==> config.mk <==
export PLATFORM = sky130hd
export DESIGN_NAME = lalr_ram
export DESIGN_NICKNAME = d
export VERILOG_FILES = /design/src/rtl/lalr_ram.sv
export SDC_FILE = /design/constraint.sdc
export NUM_CORES = 1
export LEC_CHECK = 0
export BUFFER_PORTS_ARGS = -buffer_cell sky130_fd_sc_hd__buf_2
export CORE_UTILIZATION = 35
export CTS_BUF_LIST = sky130_fd_sc_hd__clkbuf_16
export DETAILED_ROUTE_END_ITERATION = 7
export GPL_TIMING_DRIVEN = 0
export HOLD_SLACK_MARGIN = 0.06
export PLACE_DENSITY = 0.45
export SYNTH_ARGS = -nofsm -noshare
export SYNTH_HDL_FRONTEND = slang
export SYNTH_SLANG_ARGS = --single-unit
==> constraint.sdc <==
create_clock -name clk -period 4.02 [get_ports clk]
set_input_delay 0.201 -clock clk [delete_from_list [all_inputs] [get_ports clk]]
set_output_delay 0.201 -clock clk [all_outputs]
set_load 0.01 [all_outputs]
==> src/rtl/lalr_ram.sv <==
// Generic single-port-write, single-read RAM with registered read data.
// No dependencies.
module lalr_ram #(
  parameter int WIDTH = 8,
  parameter int DEPTH = 64
) (
  input  logic                     clk,
  input  logic                     we,
  input  logic [$clog2(DEPTH)-1:0] waddr,
  input  logic [WIDTH-1:0]         wdata,
  input  logic [$clog2(DEPTH)-1:0] raddr,
  output logic [WIDTH-1:0]         rdata
);

  logic [WIDTH-1:0] mem [DEPTH];

  always_ff @(posedge clk) begin
    if (we) begin
      mem[waddr] <= wdata;
    end
    rdata <= mem[raddr];
  end

endmodule

==> impl_metrics.py, run 1 <==
metrics = {
    "global_route": {
        "grtUsageMet3_pct": 3.62,
        "grt.busiest_layer": "met2",
        "grt_util_all_layers_pct": 18.8,
        "grt.overflow.total": 0,
        "grt_pass1_wl_um": 77200,
        "grt_pass1_vias": 9932,
        "grt_max_degree": 65,
        "grt_use_met1_pct": 27.2,
        "grt_util_met2_pct": 29.0,
        "antenna_found_initial": 3,
    },
    "synth": {
        "syn_nets": 962,
        "synth_cell_types": 40,
        "synth-simple-area-share_pct": 3.39,
        "synth_commonest_cells": "edfxtp_1 (512), mux4_2 (126), nor2_1 (83)",
        "synth_fa_ha_area_share_pct": 0,
        "synth_top_family_by_area": "multiplexers",
        "syn_area_um2": 20200,
        "synth-main-ff-cell": "edfxtp_1",
        "yosysMostFrequentCell": "edfxtp_1",
        "synthArstFlopShare_pct": 0,
        "ys_seq_area_share_pct": 77.0,
        "ys_ff_latch": 520,
        "postSynthCellCount": 940,
        "avgSynthCellArea_um2": 21.5,
        "synth_top_area_share_pct": 76.2,
        "synth.area.mux_share_pct": 15.9,
        "synth_compound_area_share_pct": 2.07,
        "yosysTopAreaCell": "edfxtp_1",
        "yosys.area_share.xor_xnor_pct": 0,
        "synth_edf_count": 512,
        "ys_warn_count": 0,
        "netlist_top_cells_area": "edfxtp_1 (76%), mux4_2 (14%), nor2_1 (1.5%), mux2i_1 (1.1%), dfxtp_1 (0.79%)",
    },
    "worst_setup_path": {
        "path_cells": "buf_4 > buf_2 > buf_4 > buf_2 > nand3_1 > o221ai_1 > a21oi_1 > o21ai_1 > o41ai_1",
        "worst-setup-path-type": "input port to flop",
        "r2r-start": "mem[21][4]$_DFFE_PP_",
        "path_max_fanout": 10,
        "crit_arrival_ns": 2.91,
        "max_stage_delay_ns": 0.47,
        "cp-start-kind": "input port",
        "crit_start": "raddr[1]",
        "cp-end-kind": "flop",
        "worstPathRequired_ns": 4.46,
        "crit_slowest_cell": "o221ai_1",
    },
    "worst_hold_path": {
        "min_from": "wdata[3]",
        "hold_path_class": "input port to flop",
    },
    "clocking": {
        "insertion_delay_ns": 0.61,
        "cts_tree": "done",
        "clkTransAtPathRegs_ns": 0.06,
        "cts_buffers": 54,
        "clock-sinks": 520,
        "postCtsSetupBuffers": 0,
        "clock_path_buffers": 3,
        "post_cts_resized": 0,
        "htreeDepth": 2,
        "root_buffer": "clkbuf_16",
    },
    "drt": {
        "drc_errors": 0,
        "totalWireLength_um": 54200,
        "wl_per_cell_um": 29.8,
        "ant_nets": 0,
        "firstDrtPassIters": 5,
        "drt_iter0_markers": 800,
        "vias": 9731,
        "vias_per_cell": 5.35,
    },
    "run": {
        "max_cap_viol_count": 0,
    },
    "timing": {
        "finalClockSkew_ns": 0.0238,
        "rsz0062_at_grt": "no",
        "max_freq_mhz": 405,
        "hold_violations": 0,
        "finalCriticalPeriod_ns": 2.47,
        "timing.final.crit_share_pct": 61.4,
        "setup_viol": 0,
        "worst_hold_slack_ns": 0.0884,
        "setup-tns-final_ns": 0,
        "tightest_slew_ns": 1.34,
        "relSlewSlack_pct": 10.5,
        "drv_slew": 0,
    },
    "floorplanning": {
        "die_w_um": 242,
        "row_count": 87,
        "start_util_pct": 35.6,
        "dieArea_um2": 58600,
        "ios": 30,
        "die_y_um": 242,
        "core-area_um2": 56700,
    },
    "outcome": {
        "status": "complete, no violations",
    },
    "power": {
        "p_per_area_nw_per_um2": 514,
        "p_seq_share_pct": 50.6,
        "pwr-share-clk_pct": 44.1,
        "p_leak_nw": 7.16,
        "share_comb_of_total_power_pct": 5.3,
        "p_int_w": 0.00934,
        "p_sw_share_pct": 21.4,
        "power_switching_w": 0.00254,
        "peakVddDrop_v": 0.000292,
    },
    "place": {
        "place_inst": 1717,
        "port_buffers": 21,
        "placed_cell_area_um2": 21200,
        "hpwl_um": 34000,
        "gp_congestion": 0.836,
    },
    "layout": {
        "drive_gt1_share_pct": 26.0,
        "antenna_cells": 0,
        "fin_cells": 1820,
        "fill_cells": 5026,
        "fin_nets": 1041,
        "stdcell_area_um2": 23100,
        "synthToLayoutAreaGrowth_pct": 14.6,
    },
}
[flip-flops by register name, summed over array words and instances, names as in the netlist]
register and cells:
mem 512, rdata 8
[layout by cell type (no fill, tap or decap), types with 7 or more instances in the layout]
cell type  count
buf_4         14
o22ai_1        8
edfxtp_1     512
clkinv_2      12
clkbuf_1      17
nor2_1        83
mux2i_1       23
clkbuf_16     55
bufinv_16     10
clkinv_1      10
mux4_2       126
mux2_2        13
nor2b_1       14
buf_2         31
nand2_1       19
dfxtp_1        8
inv_1          8
o221ai_1       8
nand2b_1       7
nand3_1       13
[what timing repair did]
item / 4_1_cts / 5_1_grt
hold buffers: 1 / 0
setup endpoints to repair: 0 / 0
endpoints found under the hold margin: 2 / 0
[logic make-up after synthesis]
family	Yosys count
AOI/OAI and AO/OA	54
buffers and inverters	51
DFF	520
muxes	162
and+or+nand+nor	153
[power by group through the flow]
stage	sequential, W	combinational (W)	clock [W]
after floorplan	0.00613	0.000320	0
after global placement	0.00613	0.000626	0
after detailed placement	0.00613	0.000632	0
after CTS	0.00601	0.000634	0.00536
after global routing	0.00601	0.000661	0.00554
final	0.00601	0.000625	0.00524
[layout make-up]
class,instances,area (um^2),share of cell area [%]
buffer,51,317,1.37
clock buffer,55,1380,5.96
clock inverter,46,475,2.06
multi-input combinational,369,4320,18.7
sequential,520,15500,67.2
tap,756,946,4.09
timing repair buffer,23,138,0.596
[worst max-delay path, delay by kind of cell]
kind / cells / cell delay (ns)
buffers and inverters: 4 / 1.30
AND/OR/NAND/NOR: 1 / 0.43
AO/OA/AOI/OAI: 4 / 0.94
[path summary, 6_finish.rpt]
kind	to	slack, ns	cells after the start
hold / removal	mem[50][3]$_DFFE_PP_	0.09	1
hold reg to reg	rdata[2]$_DFF_P_	1.03	4
setup / recovery	rdata[3]$_DFF_P_	1.55	9
setup reg to reg	rdata[4]$_DFF_P_	1.85	5
[stage by stage]
step | total power (W) | worst slack, ns | utilization (%)
6_report | 0.0119 | 1.55 | 40.7
4_1_cts | 0.0120 | 1.50 | 40.7
3_3_place_gp | 0.00675 | 0.895 | 37.4
3_5_place_dp | 0.00676 | 0.850 | 37.4
2_1_floorplan | 0.00645 | 2.15 | -
5_1_grt | 0.0122 | 1.46 | 40.7
[per-layer routing]
| layer | vias up | routed length, um |
|---|---|---|
| li1 | 4104 | - |
| met1 | 5272 | 24500 |
| met2 | 273 | 25400 |
| met3 | 78 | 2990 |
| met4 | 4 | 1230 |
| met5 | - | 24 |
Power figures use the tool's default switching activity.
==> inputs of run 2 (changes only) <==
==> constraint.sdc (replaced) <==
create_clock -name clk -period 2.5 [get_ports clk]
set_input_delay 0.125 -clock clk [delete_from_list [all_inputs] [get_ports clk]]
set_output_delay 0.125 -clock clk [all_outputs]
set_load 0.01 [all_outputs]
==> impl_metrics.py, run 2 (synthesized netlist as in run 1, its figures left out) <==
metrics = {
    "place": {
        "pre_cts_ws_ns": -0.594,
        "hpwl_um": 34000,
        "port_buffers": 21,
        "gp_congestion": 0.836,
    },
    "worst_setup_path": {
        "worst-setup-path-type": "input port to flop",
        "path_cells": "buf_4 > buf_2 > buf_1 > nand2_1 > o221ai_1 > nor2_1 > nor3_1 > o32ai_1",
        "crit_slowest_cell": "buf_1",
        "max_stage_delay_ns": 0.84,
        "crit_arrival_ns": 2.81,
        "cp-start-kind": "input port",
        "path_max_fanout": 10,
        "cp-end-kind": "flop",
        "worstPathRequired_ns": 2.92,
    },
    "timing": {
        "tightest_slew_ns": 1.36,
        "finalWorstSetupSlack_ns": 0.112,
        "rsz0062_at_grt": "no",
        "max_freq_mhz": 419,
        "relSlewSlack_pct": 9.07,
        "worst_hold_slack_ns": 0.125,
        "timing.final.crit_share_pct": 95.5,
        "hold_violations": 0,
        "finalClockSkew_ns": 0.0242,
        "drv_slew": 0,
        "finalCriticalPeriod_ns": 2.39,
        "setup_viol": 0,
    },
    "clocking": {
        "htreeDepth": 2,
        "clkTransAtPathRegs_ns": 0.06,
        "root_buffer": "clkbuf_16",
        "clock-sinks": 520,
        "insertion_delay_ns": 0.61,
        "clock_path_buffers": 3,
        "cts_buffers": 54,
        "hold_buffers": 1,
        "postCtsSetupBuffers": 0,
        "cts_tree": "done",
        "post_cts_resized": 0,
    },
    "outcome": {
        "status": "complete, no violations",
    },
    "floorplanning": {
        "ios": 30,
        "core-area_um2": 56700,
        "start_util_pct": 35.6,
        "dieArea_um2": 58600,
        "die_w_um": 242,
        "row_count": 87,
        "die_y_um": 242,
    },
    "power": {
        "share_comb_of_total_power_pct": 5.3,
        "pwr-share-clk_pct": 44.1,
        "peakVddDrop_v": 0.000468,
        "power_switching_w": 0.00408,
        "p_seq_share_pct": 50.6,
        "p_leak_nw": 7.16,
        "p_int_w": 0.0150,
        "p_per_area_nw_per_um2": 826,
        "p_sw_share_pct": 21.3,
    },
    "layout": {
        "reg_top3": "mem x512, rdata x8",
        "final_common_cell": "edfxtp_1",
        "drive_gt1_share_pct": 26.0,
        "postLayoutCoreUtil_pct": 40.8,
        "fin_nets": 1042,
        "regMostFlops": "mem",
        "mostFrequentLayoutCells": "edfxtp_1 (512), mux4_2 (126), nor2_1 (83)",
        "antenna_cells": 0,
        "largest_reg_flops": 512,
        "synthToLayoutAreaGrowth_pct": 14.6,
    },
    "global_route": {
        "antenna_found_initial": 3,
        "grt_max_degree": 65,
        "grt_pass1_wl_um": 77200,
        "grt.overflow.total": 0,
        "grt_pass1_vias": 9932,
        "grt_util_all_layers_pct": 18.8,
    },
    "drt": {
        "ant_nets": 0,
        "firstDrtPassIters": 5,
        "vias_per_cell": 5.32,
        "wl_per_cell_um": 29.8,
        "drt_iter0_markers": 779,
        "drc_errors": 0,
        "vias": 9696,
        "totalWireLength_um": 54200,
    },
    "run": {
        "max_cap_viol_count": 0,
    },
    "worst_hold_path": {
        "hold_path_class": "input port to flop",
    },
}
[run 2: cell count changes in the layout (fill, tap and decap cells not counted)]
cell | before | now
dlygate4sd3_1 | 1 | 2
[run 2: power by group through the flow]
stage	clock network (W)	logic, W	registers (W)
2_1_floorplan	0	0.000514	0.00986
3_3_place_gp	0	0.00101	0.00985
3_5_place_dp	0	0.00102	0.00986
4_1_cts	0.00862	0.00102	0.00967
5_1_grt	0.00891	0.00106	0.00967
6_report	0.00842	0.00100	0.00967
[run 2: worst paths after layout]
path	start	slack [ns]	endpoint	cells after the start
setup / recovery	raddr[1]	0.11	rdata[4]$_DFF_P_	8
hold / removal	wdata[5]	0.12	mem[50][5]$_DFFE_PP_	1
setup reg to reg	mem[21][4]$_DFFE_PP_	0.34	rdata[4]$_DFF_P_	5
hold reg to reg	mem[18][1]$_DFFE_PP_	1.04	rdata[1]$_DFF_P_	4
[run 2: area by class of cell]
type	instances	area, um^2
plain buffers	51	317
clock buffers	55	1380
clock inverters	46	475
fillers	5024	33600
multi-input cells	369	4320
flip-flops and latches	520	15500
well taps	756	946
repair buffers	24	148
[run 2: worst max-delay path: cells and delay by family]
family | cells | cell delay (ns)
AND/OR/NAND/NOR | 3 | 0.74
buffers and inverters | 3 | 1.39
AO/OA/AOI/OAI | 2 | 0.53
[run 2: metrics by stage]
stage                     total power, W  area [um^2]  setup TNS, ns  instances
after global placement            0.0109        21200          -4.21       1717
after global routing              0.0196        23100              0       1821
after CTS                         0.0193        23100              0       1819
after floorplan                   0.0104        20200              0        940
final                             0.0191        23100              0       1821
after detailed placement          0.0109        21200          -6.81       1717
[run 2: routing by layer]
layer,GRT usage [%],part of all wire [%],up-vias
met5,0,0.044,-
met3,3.62,5.3,78
li1,-,-,4107
met1,27.2,45,5246
met4,4.91,2.3,4
met2,29.0,47,261
==> inputs of run 3 (changes only) <==
==> config.mk (replaced) <==
export PLATFORM = sky130hd
export DESIGN_NAME = lalr_ram
export DESIGN_NICKNAME = d
export VERILOG_FILES = /design/src/rtl/lalr_ram.sv
export SDC_FILE = /design/constraint.sdc
export NUM_CORES = 1
export LEC_CHECK = 0
export CORE_UTILIZATION = 35
export CTS_BUF_LIST = sky130_fd_sc_hd__clkbuf_16
export DETAILED_ROUTE_END_ITERATION = 7
export DONT_BUFFER_PORTS = 1
export GPL_TIMING_DRIVEN = 0
export HOLD_SLACK_MARGIN = 0.06
export PLACE_DENSITY_LB_ADDON = 0.15
export SYNTH_ARGS = -nofsm -noshare
export SYNTH_HDL_FRONTEND = slang
export SYNTH_SLANG_ARGS = --single-unit
==> impl_metrics.py, run 3 (synthesized netlist as in run 1, its figures left out) <==
metrics = {
    "outcome": {
        "status": "complete, no violations",
    },
    "global_route": {
        "grt_pass1_vias": 10200,
        "grt_util_all_layers_pct": 18.4,
        "grt.overflow.total": 0,
        "grt_max_degree": 65,
        "grt_pass1_wl_um": 75700,
        "antenna_found_initial": 2,
    },
    "clocking": {
        "htreeDepth": 2,
        "clock_path_buffers": 3,
        "root_buffer": "clkbuf_16",
        "cts_buffers": 55,
        "clock-sinks": 520,
        "clkTransAtPathRegs_ns": 0.06,
        "insertion_delay_ns": 0.61,
        "cts_tree": "done",
    },
    "power": {
        "p_seq_share_pct": 52.5,
        "total_power_w": 0.0184,
        "share_comb_of_total_power_pct": 5.5,
        "pwr-share-clk_pct": 42.0,
        "p_int_w": 0.0144,
        "power_switching_w": 0.00404,
        "p_per_area_nw_per_um2": 795,
        "p_leak_nw": 7.17,
        "peakVddDrop_v": 0.000528,
        "p_sw_share_pct": 22.0,
    },
    "timing": {
        "max_freq_mhz": 403,
        "finalClockSkew_ns": 0.0280,
        "timing.final.crit_share_pct": 99.2,
        "finalCriticalPeriod_ns": 2.48,
        "worst_hold_slack_ns": 0.0956,
        "setup_viol": 0,
        "rsz0062_at_grt": "no",
        "tightest_slew_ns": 1.15,
        "hold_violations": 0,
        "relSlewSlack_pct": 22.8,
        "drv_slew": 0,
    },
    "worst_setup_path": {
        "reg2reg_to": "rdata[6]$_DFF_P_",
        "worst-setup-path-type": "input port to flop",
        "cp-start-kind": "input port",
        "r2r-start": "mem[21][6]$_DFFE_PP_",
        "cp-end-kind": "flop",
        "worstPathRequired_ns": 2.94,
        "path_max_fanout": 10,
        "reg2reg_depth": 5,
        "crit_arrival_ns": 2.92,
        "reg2reg_slack_ns": 0.21,
    },
    "worst_hold_path": {
        "worstHoldPathCells": 2,
        "min_from": "we",
        "whs_endpoint": "mem[49][7]$_DFFE_PP_",
        "hold_path_class": "input port to flop",
    },
    "floorplanning": {
        "core-area_um2": 56700,
        "ios": 30,
        "die_w_um": 242,
        "row_count": 87,
        "dieArea_um2": 58600,
        "start_util_pct": 35.6,
        "die_y_um": 242,
    },
    "layout": {
        "seqCellArea_um2": 15500,
        "drive_gt1_share_pct": 24.5,
        "largest_reg_flops": 512,
        "fill_cells": 4932,
        "synthToLayoutAreaGrowth_pct": 14.9,
        "mostFrequentLayoutCells": "edfxtp_1 (512), mux4_2 (126), nor2_1 (83)",
        "reg_top3": "mem x512, rdata x8",
        "fin_nets": 1038,
        "multi_input_area_um2": 4330,
        "antenna_cells": 0,
        "final_common_cell": "edfxtp_1",
        "regMostFlops": "mem",
    },
    "drt": {
        "drc_errors": 0,
        "vias_per_cell": 5.33,
        "ant_nets": 0,
        "firstDrtPassIters": 5,
        "drt_iter0_markers": 841,
        "vias": 9693,
        "wl_per_cell_um": 29.1,
        "totalWireLength_um": 52900,
    },
    "run": {
        "max_cap_viol_count": 0,
    },
    "place": {
        "port_buffers": 0,
        "hpwl_um": 33300,
        "gp_congestion": 0.788,
    },
}
## run 3: cell count changes in the layout (fill, tap and decap cells not counted), moves of 2 or more
| cell | change |
|---|---|
| buf_1 | -2 |
| buf_16 | +8 |
| buf_2 | -20 |
| bufinv_16 | -7 |
| clkinv_1 | +2 |
| clkinv_2 | +4 |
| clkinvlp_4 | -2 |
| dlygate4sd3_1 | +11 |
| inv_1 | +4 |
## run 3: layout make-up
type / count / share of cell area (%)
flip-flops and latches: 520 / 67.0
clock buffers: 56 / 6.05
plain buffers: 49 / 1.33
multi-input cells: 369 / 18.7
clock inverters: 47 / 1.30
repair buffers: 21 / 1.51
well taps: 756 / 4.08
## run 3: power by group through the flow
stage / combinational [W] / clock [W] / sequential (W)
4_1_cts: 0.00102 / 0.00793 / 0.00968
3_5_place_dp: 0.000812 / 0 / 0.00986
3_3_place_gp: 0.000814 / 0 / 0.00986
6_report: 0.00101 / 0.00774 / 0.00967
2_1_floorplan: 0.000514 / 0 / 0.00986
5_1_grt: 0.00107 / 0.00825 / 0.00968
## run 3: how the worst max path moves through the flow
stage | startpoint | end | slack (ns) | depth (start not counted)
floorplan | raddr[1] | rdata[3]$_DFF_P_ | 0.71 | 7
global placement | raddr[1] | rdata[6]$_DFF_P_ | -0.75 | 8
detailed placement | raddr[1] | rdata[6]$_DFF_P_ | -0.75 | 8
CTS | raddr[1] | rdata[3]$_DFF_P_ | 0.03 | 7
global route | raddr[1] | rdata[6]$_DFF_P_ | 0.01 | 8
finish | raddr[1] | rdata[6]$_DFF_P_ | 0.02 | 8
## run 3: worst max-delay path, cell delays in order
cell and delay, ns:
buf_4 0.20, buf_2 0.51, buf_4 0.35, buf_2 0.41, nor2_1 0.10, nor4_1 0.35
nor3_1 0.15, o32ai_1 0.67
## run 3: what timing repair did
action,4_1_cts,5_1_grt
gates cloned,0,0
hold buffers,19,2
endpoints found under the setup margin,3,2
gates resized for setup,0,1
endpoints found under the hold margin,529,7
setup buffers,0,0
## run 3: routing by layer
layer | vias to the layer above | wire, um | GRT usage (%)
met2 | 284 | 24900 | 28.7
met3 | 80 | 2940 | 3.53
met5 | - | 0 | 0
li1 | 4089 | - | -
met4 | 0 | 1110 | 5.12
met1 | 5240 | 23900 | 26.2
## run 3: through the flow
step / utilization (%) / worst slack [ns] / instance area, um^2 / TNS (ns) / cells
3_3_place_gp: 37.2 / -0.753 / 21100 / -6.15 / 1696
4_1_cts: 40.8 / 0.0292 / 23100 / 0 / 1817
6_report: 40.9 / 0.0210 / 23200 / 0 / 1818
5_1_grt: 40.9 / 0.0118 / 23200 / 0 / 1818
3_5_place_dp: 37.2 / -0.754 / 21100 / -8.33 / 1696
2_1_floorplan: - / 0.707 / 20200 / 0 / 940
